[config.mk]
export PLATFORM = sky130hd
export DESIGN_NAME = robot_mode_sequencer_core
export DESIGN_NICKNAME = d
export VERILOG_FILES = /design/src/rtl/rms_pkg.sv /design/src/rtl/robot_mode_sequencer_core.sv /design/src/rtl/rms_cfg_regs.sv /design/src/rtl/rms_step.sv
export SDC_FILE = /design/constraint.sdc
export NUM_CORES = 1
export LEC_CHECK = 0
export BUFFER_PORTS_ARGS = -buffer_cell sky130_fd_sc_hd__clkbuf_2
export CAP_MARGIN = 5
export CORE_MARGIN = 4
export CORE_UTILIZATION = 54
export CTS_CLUSTER_DIAMETER = 200
export DETAILED_ROUTE_END_ITERATION = 10
export GPL_TIMING_DRIVEN = 0
export PLACE_DENSITY = 0.77
export SYNTH_ARGS = -nofsm -noshare
export SYNTH_HDL_FRONTEND = slang
export SYNTH_SLANG_ARGS = --single-unit
[constraint.sdc]
create_clock -name clk -period 3.5 [get_ports clk]
set_input_delay 0.35 -clock clk [delete_from_list [all_inputs] [get_ports clk]]
set_output_delay 0.35 -clock clk [all_outputs]
set_load 0.05 [all_outputs]
[src/rtl/rms_pkg.sv]
// ----------------------------------------------------------------------------
// rms_pkg
// Shared types, codes and helper functions of the robot mode sequencer.
// ----------------------------------------------------------------------------
package rms_pkg;

    localparam int TICK_WIDTH = 16;
    localparam int TO_WIDTH   = 16;
    localparam int CMP_WIDTH  = (TICK_WIDTH > TO_WIDTH) ? TICK_WIDTH : TO_WIDTH;
    localparam int NUM_REGS   = 5;
    localparam int ADDR_WIDTH = 5;

    localparam logic [TO_WIDTH-1:0] TIMEOUT_RESET = TO_WIDTH'(100);

    localparam logic [2:0] REG_IDLE_TO     = 3'd0;
    localparam logic [2:0] REG_SITTING_TO  = 3'd1;
    localparam logic [2:0] REG_BIAS_TO     = 3'd2;
    localparam logic [2:0] REG_PREPOS_TO   = 3'd3;
    localparam logic [2:0] REG_STANDING_TO = 3'd4;

    localparam logic [2:0] KIND_TICK   = 3'd0;
    localparam logic [2:0] KIND_DRIVE  = 3'd1;
    localparam logic [2:0] KIND_GAIT   = 3'd2;
    localparam logic [2:0] KIND_TURRET = 3'd3;
    localparam logic [2:0] KIND_SERVO  = 3'd4;

    typedef enum logic [2:0] {
        ST_IDLE     = 3'd0,
        ST_BIAS     = 3'd1,
        ST_PREPOS   = 3'd2,
        ST_STANDING = 3'd3,
        ST_MANUAL   = 3'd4,
        ST_DRIVE    = 3'd5,
        ST_SITTING  = 3'd6,
        ST_FAULT    = 3'd7
    } op_state_t;

    typedef enum logic [2:0] {
        ACT_NONE    = 3'd0,
        ACT_BIAS    = 3'd1,
        ACT_PREPOS  = 3'd2,
        ACT_STANDUP = 3'd3,
        ACT_SIT     = 3'd4,
        ACT_FREE    = 3'd5,
        ACT_FORWARD = 3'd6
    } action_t;

    typedef logic [TICK_WIDTH-1:0] tick_t;
    typedef logic [TO_WIDTH-1:0]   timeout_t;

    typedef struct packed {
        timeout_t idle_to;
        timeout_t sitting_to;
        timeout_t bias_to;
        timeout_t prepos_to;
        timeout_t standing_to;
    } cfg_t;

    typedef struct packed {
        logic [2:0] kind;
        logic       moving;
        logic       servo_error;
        logic       cycles_done;
        logic       legs_in_stance;
    } item_t;

    typedef struct packed {
        op_state_t cur;
        tick_t     cmd_age;
        tick_t     phase_age;
        logic      active;
        logic      drive_moving;
        logic      manual_moving;
    } seq_state_t;

    typedef struct packed {
        op_state_t  op_state;
        action_t    action;
        logic       gait_active;
        logic       phase_restart;
    } result_t;

    typedef struct packed {
        logic active;
        logic phase_restart;
    } gait_t;

    function automatic tick_t sat_inc(input tick_t v);
        return (v == '1) ? v : v + 1'b1;
    endfunction

    function automatic logic expired(input tick_t age, input timeout_t limit);
        return CMP_WIDTH'(age) > CMP_WIDTH'(limit);
    endfunction

    function automatic gait_t gait_update(input logic want, input logic active,
                                          input logic cyc, input logic stance);
        gait_t g;
        g.active        = active;
        g.phase_restart = 1'b0;
        if (want && !active)
        begin
            g.active        = 1'b1;
            g.phase_restart = 1'b1;
        end
        else if (active && !want && cyc && stance)
        begin
            g.active = 1'b0;
        end
        return g;
    endfunction

endpackage

[src/rtl/robot_mode_sequencer_core.sv]
// Pipeline: an accepted transaction passes the input register, then the
// result register. Throughput: one transaction per cycle without a stall;
// the whole step is one pass of logic.
// Reset: rst_n clears the pipeline, puts the sequencer in idle with both tick
// counters and all flags cleared, and loads 100 into every timeout register.
// ----------------------------------------------------------------------------
// robot_mode_sequencer_core
// Top level: input register, sequencer state, result register and config.
// ----------------------------------------------------------------------------
module robot_mode_sequencer_core (
    input  logic                           clk,
    input  logic                           rst_n,
    input  logic                           in_valid,
    output logic                           in_stall,
    input  logic [2:0]                     mode,
    input  logic                           moving,
    input  logic                           servo_error,
    input  logic                           cycles_done,
    input  logic                           legs_in_stance,
    output logic                           out_valid,
    input  logic                           out_stall,
    output logic [2:0]                     operating_state,
    output logic [2:0]                     action,
    output logic                           gait_active,
    output logic                           phase_restart,
    input  logic                           psel,
    input  logic                           penable,
    input  logic                           pwrite,
    input  logic [rms_pkg::ADDR_WIDTH-1:0] paddr,
    input  logic [31:0]                    pwdata,
    output logic [31:0]                    prdata,
    output logic                           pready
);
    import rms_pkg::*;

    cfg_t       cfg;
    item_t      item_reg;
    logic       item_valid_reg;
    seq_state_t state_reg;
    seq_state_t state_next;
    result_t    res_next;
    result_t    res_reg;
    logic       res_valid_reg;
    logic       res_free;
    logic       advance;
    logic       in_take;

    assign pready   = 1'b1;
    assign res_free = !res_valid_reg || !out_stall;
    assign advance  = item_valid_reg && res_free;
    assign in_stall = item_valid_reg && !res_free;
    assign in_take  = in_valid && !in_stall;

    rms_cfg_regs u_cfg (
        .clk     (clk),
        .rst_n   (rst_n),
        .psel    (psel),
        .penable (penable),
        .pwrite  (pwrite),
        .paddr   (paddr),
        .pwdata  (pwdata),
        .prdata  (prdata),
        .cfg     (cfg)
    );

    rms_step u_step (
        .cfg  (cfg),
        .cur  (state_reg),
        .item (item_reg),
        .nxt  (state_next),
        .res  (res_next)
    );

    always_ff @(posedge clk or negedge rst_n)
    begin
        if (!rst_n)
        begin
            item_valid_reg <= 1'b0;
        end
        else if (in_take)
        begin
            item_valid_reg <= 1'b1;
        end
        else if (advance)
        begin
            item_valid_reg <= 1'b0;
        end
    end

    always_ff @(posedge clk)
    begin
        if (in_take)
        begin
            item_reg.kind           <= mode;
            item_reg.moving         <= moving;
            item_reg.servo_error    <= servo_error;
            item_reg.cycles_done    <= cycles_done;
            item_reg.legs_in_stance <= legs_in_stance;
        end
    end

    always_ff @(posedge clk or negedge rst_n)
    begin
        if (!rst_n)
        begin
            state_reg.cur           <= ST_IDLE;
            state_reg.cmd_age       <= '0;
            state_reg.phase_age     <= '0;
            state_reg.active        <= 1'b0;
            state_reg.drive_moving  <= 1'b0;
            state_reg.manual_moving <= 1'b0;
        end
        else if (advance)
        begin
            state_reg <= state_next;
        end
    end

    always_ff @(posedge clk or negedge rst_n)
    begin
        if (!rst_n)
        begin
            res_valid_reg <= 1'b0;
        end
        else if (advance)
        begin
            res_valid_reg <= 1'b1;
        end
        else if (!out_stall)
        begin
            res_valid_reg <= 1'b0;
        end
    end

    always_ff @(posedge clk)
    begin
        if (advance)
        begin
            res_reg <= res_next;
        end
    end

    assign out_valid       = res_valid_reg;
    assign operating_state = res_reg.op_state;
    assign action          = res_reg.action;
    assign gait_active     = res_reg.gait_active;
    assign phase_restart   = res_reg.phase_restart;

endmodule

[src/rtl/rms_cfg_regs.sv]
// ----------------------------------------------------------------------------
// rms_cfg_regs
// Timeout register file behind the APB-style configuration port.
// ----------------------------------------------------------------------------
module rms_cfg_regs (
    input  logic                           clk,
    input  logic                           rst_n,
    input  logic                           psel,
    input  logic                           penable,
    input  logic                           pwrite,
    input  logic [rms_pkg::ADDR_WIDTH-1:0] paddr,
    input  logic [31:0]                    pwdata,
    output logic [31:0]                    prdata,
    output rms_pkg::cfg_t                  cfg
);
    import rms_pkg::*;

    cfg_t       cfg_reg;
    logic       wr_en;
    logic [2:0] reg_idx;

    assign wr_en   = psel && penable && pwrite;
    assign reg_idx = paddr[4:2];
    assign cfg     = cfg_reg;

    always_ff @(posedge clk or negedge rst_n)
    begin
        if (!rst_n)
        begin
            cfg_reg.idle_to     <= TIMEOUT_RESET;
            cfg_reg.sitting_to  <= TIMEOUT_RESET;
            cfg_reg.bias_to     <= TIMEOUT_RESET;
            cfg_reg.prepos_to   <= TIMEOUT_RESET;
            cfg_reg.standing_to <= TIMEOUT_RESET;
        end
        else if (wr_en)
        begin
            unique case (reg_idx)
                REG_IDLE_TO:     cfg_reg.idle_to     <= pwdata[TO_WIDTH-1:0];
                REG_SITTING_TO:  cfg_reg.sitting_to  <= pwdata[TO_WIDTH-1:0];
                REG_BIAS_TO:     cfg_reg.bias_to     <= pwdata[TO_WIDTH-1:0];
                REG_PREPOS_TO:   cfg_reg.prepos_to   <= pwdata[TO_WIDTH-1:0];
                REG_STANDING_TO: cfg_reg.standing_to <= pwdata[TO_WIDTH-1:0];
                default:
                begin
                end
            endcase
        end
    end

    always_comb
    begin
        unique case (reg_idx)
            REG_IDLE_TO:     prdata = 32'(cfg_reg.idle_to);
            REG_SITTING_TO:  prdata = 32'(cfg_reg.sitting_to);
            REG_BIAS_TO:     prdata = 32'(cfg_reg.bias_to);
            REG_PREPOS_TO:   prdata = 32'(cfg_reg.prepos_to);
            REG_STANDING_TO: prdata = 32'(cfg_reg.standing_to);
            default:         prdata = 32'd0;
        endcase
    end

endmodule

[src/rtl/rms_step.sv]
// ----------------------------------------------------------------------------
// rms_step
// Next-state and result logic for one transaction of the mode sequencer.
// ----------------------------------------------------------------------------
module rms_step (
    input  rms_pkg::cfg_t       cfg,
    input  rms_pkg::seq_state_t cur,
    input  rms_pkg::item_t      item,
    output rms_pkg::seq_state_t nxt,
    output rms_pkg::result_t    res
);
    import rms_pkg::*;

    seq_state_t n;
    action_t    act;
    logic       rph;
    gait_t      g;
    op_state_t  target;

    always_comb
    begin
        n      = cur;
        act    = ACT_NONE;
        rph    = 1'b0;
        g      = '0;
        target = (item.kind == KIND_DRIVE) ? ST_DRIVE : ST_MANUAL;

        case (item.kind) inside
            KIND_TICK:
            begin
                n.cmd_age   = sat_inc(cur.cmd_age);
                n.phase_age = sat_inc(cur.phase_age);
                if (cur.cur != ST_IDLE && expired(n.cmd_age, cfg.idle_to))
                begin
                    unique case (cur.cur) inside
                        ST_BIAS:
                        begin
                            n.cur = ST_IDLE;
                        end
                        ST_PREPOS, ST_STANDING, ST_MANUAL, ST_DRIVE:
                        begin
                            n.cur       = ST_SITTING;
                            n.phase_age = '0;
                            act         = ACT_SIT;
                        end
                        ST_SITTING:
                        begin
                            if (expired(n.phase_age, cfg.sitting_to))
                            begin
                                n.cur = ST_IDLE;
                                act   = ACT_FREE;
                            end
                        end
                        default:
                        begin
                        end
                    endcase
                end
                if (n.cur == ST_MANUAL)
                begin
                    g        = gait_update(cur.manual_moving, cur.active,
                                           item.cycles_done, item.legs_in_stance);
                    n.active = g.active;
                    rph      = g.phase_restart;
                    act      = ACT_FORWARD;
                end
                else if (n.cur == ST_DRIVE)
                begin
                    g        = gait_update(cur.drive_moving, cur.active,
                                           item.cycles_done, item.legs_in_stance);
                    n.active = g.active;
                    rph      = g.phase_restart;
                    act      = ACT_FORWARD;
                end
                else if (n.cur == ST_FAULT)
                begin
                    act = ACT_FREE;
                end
            end
            KIND_DRIVE, KIND_GAIT, KIND_TURRET:
            begin
                n.cmd_age = '0;
                if (item.kind == KIND_DRIVE)
                begin
                    n.drive_moving = item.moving;
                end
                unique case (cur.cur)
                    ST_IDLE:
                    begin
                        n.cur       = ST_BIAS;
                        n.phase_age = '0;
                        act         = ACT_BIAS;
                    end
                    ST_BIAS:
                    begin
                        if (expired(cur.phase_age, cfg.bias_to))
                        begin
                            n.cur       = ST_PREPOS;
                            n.phase_age = '0;
                            act         = ACT_PREPOS;
                        end
                    end
                    ST_PREPOS:
                    begin
                        if (expired(cur.phase_age, cfg.prepos_to))
                        begin
                            n.cur       = ST_STANDING;
                            n.phase_age = '0;
                            act         = ACT_STANDUP;
                        end
                    end
                    ST_STANDING:
                    begin
                        if (expired(cur.phase_age, cfg.standing_to))
                        begin
                            n.cur = target;
                        end
                    end
                    ST_MANUAL, ST_DRIVE:
                    begin
                        n.cur = target;
                    end
                    default:
                    begin
                    end
                endcase
                if (item.kind == KIND_GAIT)
                begin
                    n.manual_moving = item.moving;
                end
                if (n.cur == target)
                begin
                    act = ACT_FORWARD;
                    if (item.kind == KIND_DRIVE)
                    begin
                        g        = gait_update(n.drive_moving, cur.active,
                                               item.cycles_done, item.legs_in_stance);
                        n.active = g.active;
                        rph      = g.phase_restart;
                    end
                end
            end
            KIND_SERVO:
            begin
                if (item.servo_error)
                begin
                    n.cur = ST_FAULT;
                end
            end
            default:
            begin
            end
        endcase

        nxt               = n;
        res.op_state      = n.cur;
        res.action        = act;
        res.gait_active   = n.active;
        res.phase_restart = rph;
    end

endmodule

# --- Word level (Yosys, flattened, before mapping) ---
# Index checks and enable logic that the tools add are counted.
word_totals:
  reg_bits: 135
  inputBits: 51
  wordCells: 162
op_classes:
  add_sub_neg: 2
  n_lt_le_gt_ge: 5
  n_eq_ne: 23
  n_mux: 63
  bitwise: 1
  reduce_logical: 46
op_table:
  columns: ["cell", "n"]
  rows:
  - ["$mux W16", 6]
  - ["$gt A16 B16 Y1", 5]
  - ["$pmux W16 S5", 1]
  - ["$mux W33", 2]
  - ["$mux W3", 20]
  - ["$pmux W16 S3", 1]
  - ["$add A16 B1 Y16 const B", 2]
  - ["$eq A16 B16 Y1 const B", 2]
  - ["$mux W1", 27]
  - ["$eq A3 B3 Y1 const B", 8]
  - ["$eq A3 B2 Y1 const B", 6]
  - ["$logic_and A1 B1 Y1", 18]
  - ["$pmux W3 S3", 2]
  - ["$pmux W3 S5", 1]
  - ["$reduce_and A2 Y1", 6]
  - ["$eq A3 B1 Y1 const B", 3]
  - ["$logic_not A3 Y1", 3]
  - ["$logic_not A1 Y1", 8]
  - ["$ne A3 B2 Y1 const B", 2]
  - ["$pmux W3 S2", 1]
  - ["$reduce_and A5 Y1", 1]
  - ["$mux W2", 2]
  - ["$reduce_and A4 Y1", 1]
  - ["$reduce_bool A2 Y1", 2]
  - ["other kinds (10)", 10]

# --- Longest topological paths before layout ---
logic_depth:
  word_depth: 14
  depth_mapped: 17
  depth_no_buf: 15

# --- By module ---
# Synthesis repeated with hierarchy kept, for this count alone.
hier_totals:
  cells_unflattened: 910
  area_unflattened_um2: 9486.6
modules_own_cells:
  columns: ["mod", "instances", "cells_each", "area_each_um2", "seq_area_each_um2"]
  rows:
  - ["rms_cfg_regs", 1, 273, 3849.9, 2020.7]
  - ["rms_step", 1, 532, 3626.0, 0.0]
  - ["robot_mode_sequencer_core", 1, 105, 2010.7, 1451.4]

# --- Worst setup path before layout ---
# Ideal clock, no wire load.
synth_path:
  kind: "flip-flop to flip-flop"
  from: "reg, netlist name state_reg[19]"
  to: "reg res_reg (netlist bit phase_restart), data pin"
  setup_ns: 0.271
  arrival_time_ns: 3.401
  required_time_ns: 3.229
  setup_slack_ns: -0.172
  path_stages_with_launch: 16
  path_buffers: 1
  path_cell_list: "dfrtp_1 > ha_1 > nand3_2 > nor3_1 > nor3b_4 > nor2_1 > and4_1 > xor2_1 > ha_1 > a211o_1 > o31ai_1 > a31oi_1 > buf_2 > a21boi_0 > mux2i_1 > o32ai_1"
synth_lines:
  columns: ["element", "line", "text"]
  rows:
  - ["end signal: assignment", "robot_mode_sequencer_core.sv:139", "res_reg <= res_next;"]
  - ["end: declaration", "robot_mode_sequencer_core.sv:42", "result_t res_reg;"]

# --- Final worst setup path ---
layout_path:
  from: "reg, netlist name state_reg[26]"
  to: "reg, netlist name state_reg[13]"
layout_between:
  elab_chain_len: 6
  word_cells_on_any_way: 7
  cone_classes: "1 x add/sub; 1 x order compare; 1 x eq/ne; 3 x mux; 1 x reduce/logical"
layout_lines:
  columns: ["element", "line", "text"]
  rows:
  - ["$add A16 B1 Y16 or $eq A16 B16 Y1 (tied branches)", "rms_pkg.sv:89", "return (v == '1) ? v : v + 1'b1;"]
  - ["$mux W16 (*)", "rms_pkg.sv:89", null]
  - ["$gt A16 B16 Y1 (*)", "rms_pkg.sv:93", "return CMP_WIDTH'(age) > CMP_WIDTH'(limit);"]
  - ["$logic_and A1 B1 Y1 (*)", "rms_step.sv:33", "if (cur.cur != ST_IDLE && expired(n.cmd_age, cfg.idle_to))"]
  - ["$mux W16 (*)", "rms_step.sv:33", null]
  - ["$mux W33 (*)", "rms_step.sv:28", "case (item.kind) inside"]
# Mark *: on every way between the ends. The rest lies on a longest branch, timed or not.
# A chain may end at the register's enable or synchronous reset.

==> qor.csv <==
stage,metric,value,unit
finish,area of the multi-input gates,0.00525,mm^2
outcome,status,"finished, violations left",
power,Clock Power Share,31.2,%
die,# IOs,94,
global_routing,met3 Usage GRT,6.25,%
global_routing,GR Util met2,45.7,%
critical_path,Critical Path AT,4020,ps
global_routing,largest net degree at the start of global routing,80,
global_routing,first-pass GRT wire length,42300,um
finish,Layout Nets,1263,
clocking,clk slew on worst S/H paths,60,ps
sta,"Setup violations, final",20,
global_routing,initial antenna violation count,0,
place,RePlAce Congestion,0.931,
global_routing,vias in the first global route,7749,
critical_path,"Max FO, Critical Path",5,
power,combinational fraction of design power,33.0,%
critical_path,Worst Path Required,3820,ps
place,Area after DPL,0.00962,mm^2
clocking,clock tree buffer depth,2,
synth,yosys warns,0,
finish,post-layout util,68.5,%
finish,"commonest non-fill, non-tap cell in the layout",nand2_1,
place,Detail Placement HPWL,19600,um
worst_hold_path,Hold Crit Class,input port to flip-flop,
synth,ranking of synthesized cells by area,"dfrtp_1, ha_1, nand2_1",
power,internal power,3.74,mW
worst_hold_path,Min-Delay Startpoint,servo_error,
drt,ANT nets after route,0,
finish,design area,0.0110,mm^2
synth,Yosys top cell area share,29.4,%
clocking,worst skew pair latency,440,ps
power,P_leak,5.11,nW
sta,unrepaired setup endpoints after global routing,true,
synth,cells after synthesis,991,
die,overall die width,137,um
finish,layout cells sized above 1,27.5,%
die,initial core utilization,55.6,%
drt,routed wire length,27600,um
drt,Starting DRT DRC Count,1119,
synth,Post-Syn Area per Cell,9.02,um^2
sta,relative slew slack,40.3,%
finish,post-synthesis to final-layout area growth,23.1,%
critical_path,Reg2Reg Depth,18,
sta,Slew @ Worst Pin,888,ps
sta,Tcrit/Tclk final,106,%
global_routing,global route overflow,0,
power,peak supply drop,0.443,mV
synth,post-synthesis sequential area ratio,38.9,%
critical_path,crit path kind,flip-flop to flip-flop,
power,Sw Share,37.4,%
sta,Fin Clk Skew,7.11,ps
drt,# DRC,0,
die,row count,46,
power,Tot Pwr,5.98,mW
die,die area,0.0187,mm^2
critical_path,r2r setup slk,-200,ps
outcome,failing checks,setup timing,
power,sequential power share,35.8,%
sta,Max Freq,0.270,GHz
die,core box area,0.0161,mm^2
clocking,CTS tree,yes,
drt,drt wl/cell,20.3,um
global_routing,total track usage,29.5,%
finish,Fillers,1231,
synth,Post-synth EDFFs,15,
sta,Final Max Tran Viols,0,
finish,most frequent cells in the layout,"nand2_1, inv_1, o21ai_0",
clocking,H-tree depth,4,
clocking,Num CTS Buffers,17,
die,Die Ht,137,um
run,MaxCap Viol Count,0,
critical_path,Critical Path Sink Type,flip-flop,
drt,routed via count,8375,
global_routing,GR peak layer,met2,
clocking,Clock Root Buffer,clkbuf_16,
sta,worst hold slack,87.3,ps
sta,minimum clock period,3700,ps
critical_path,start point of the critical path,state_reg[26]$_DFFE_PN0P_,
synth,Yosys top cell by area,dfrtp_1,
synth,synth unique cells,73,
worst_hold_path,hold depth,1,
clocking,Clock Sinks,135,
synth,main flop type after synthesis,dfrtp_1,
finish,Sequential Area,0.00349,mm^2
synth,Yosys reg bits,135,
drt,DRT Pass-1 Iters,6,
finish,Antenna diodes,0,
finish,max FFs per register,80,
sta,"Hold Violations, Final",0,
critical_path,Setup crit start kind,flip-flop,
synth,async set-or-reset flop fraction in the synthesized netlist,88.9,%
power,total net switching power,2.24,mW
drt,vias per cell,6.16,
place,# port buffers,58,
place,dpl ws,-604,ps
sta,final setup margin,-200,ps
critical_path,RR Startpoint,state_reg[26]$_DFFE_PN0P_,
power,PD cells,543,mW/mm^2
synth,cell area after synthesis,0.00893,mm^2
global_routing,met1 GRT Util,40.5,%
## routing by layer
layer | up-vias | part of all wire, % | routed length, um
met5 | - | 0 | 0
met3 | 87 | 8.9 | 2460
met2 | 508 | 46 | 12700
li1 | 3806 | - | -
met1 | 3974 | 42 | 11500
met4 | 0 | 3.6 | 979
## power groups by stage
stage | sequential [mW] | combinational, mW | clock [mW]
floorplan | 2.15 | 1.23 | 0
finish | 2.14 | 1.97 | 1.86
detailed placement | 2.18 | 1.72 | 0
global placement | 2.17 | 1.68 | 0
CTS | 2.13 | 1.88 | 1.86
global route | 2.16 | 2.18 | 1.93
## final timing paths
kind                                              to
max                        state_reg[13]$_DFFE_PN0P_
min                            item_reg[2]$_DFFE_PP_
max reg2reg                state_reg[13]$_DFFE_PN0P_
min reg2reg                state_reg[30]$_DFFE_PN0P_
max in group asynchronous  u_cfg.cfg[70]$_DFFE_PN1P_
min in group asynchronous  u_cfg.cfg[33]$_DFFE_PN0P_
## critical path: stages, from the launching register on
cell      delay (ps)
dfrtp_1          360
and4_4           250
nand4_4          130
buf_6            160
nor3b_4          160
buf_6            160
nor2_4            60
and3_4           180
xor2_1           150
ha_1             310
nand4_1          190
a211oi_2         310
o31ai_4          120
a31oi_4          240
buf_6            140
a21oi_4           60
buf_6            140
and3_1           170
a211o_1          260
## kinds of logic (layout without fill, tap and decap cells)
kind of cell / count (synthesis) / after routing / synth area share (%)
multiplexers: 41 / 41 / 5.13
other: 2 / 17 / 0.0841
XOR/XNOR: 22 / 22 / 2.16
flip-flops: 135 / 135 / 38.9
buffers and inverters: 151 / 288 / 7.25
AND/OR/NAND/NOR: 290 / 290 / 16.2
adder cells (fa/ha/maj): 82 / 82 / 11.5
AO/OA/AOI/OAI: 268 / 268 / 18.8
## timing repair
item,in CTS,in global routing
pin swaps,27,25
hold endpoints to repair,34,0
hold buffers,1,0
setup buffers,33,14
gates cloned,0,1
resized for setup,72,36
setup endpoints to repair,28,28
## stage by stage
stage                     cells  setup TNS, ps
after floorplan            1006              0
after global placement     1280         -10350
after detailed placement   1281         -11910
after CTS                  1345           -791
after global routing       1359          -4890
final                      1359          -2390
## area by class of cell
cell class	instances	share of cell area [%]
Buffer	56	2.83
Clock inverter	15	1.63
Timing Repair Buffer	108	6.54
Multi-Input combinational cell	720	47.8
Clock buffer	17	3.87
Sequential cell	135	31.8
Inverter	92	3.14
Tap cell	216	2.46
## cell usage after synthesis, types with 7 or more instances
library cell / instances
a21oi_1: 45
a22o_1: 13
a22oi_1: 33
a31oi_1: 15
and3_1: 12
buf_2: 11
buf_4: 18
clkbuf_1: 28
dfrtp_1: 105
dfstp_2: 15
edfxtp_1: 15
ha_1: 82
inv_1: 91
mux2_2: 38
nand2_1: 128
nand2b_1: 10
nand3_1: 20
nand4_1: 23
nor2_1: 37
nor2b_1: 7
nor3_1: 13
o21ai_0: 92
o22ai_1: 17
o31ai_1: 9
xnor2_1: 11
xor2_1: 11
No activity file was read; power rests on OpenSTA's default activity.
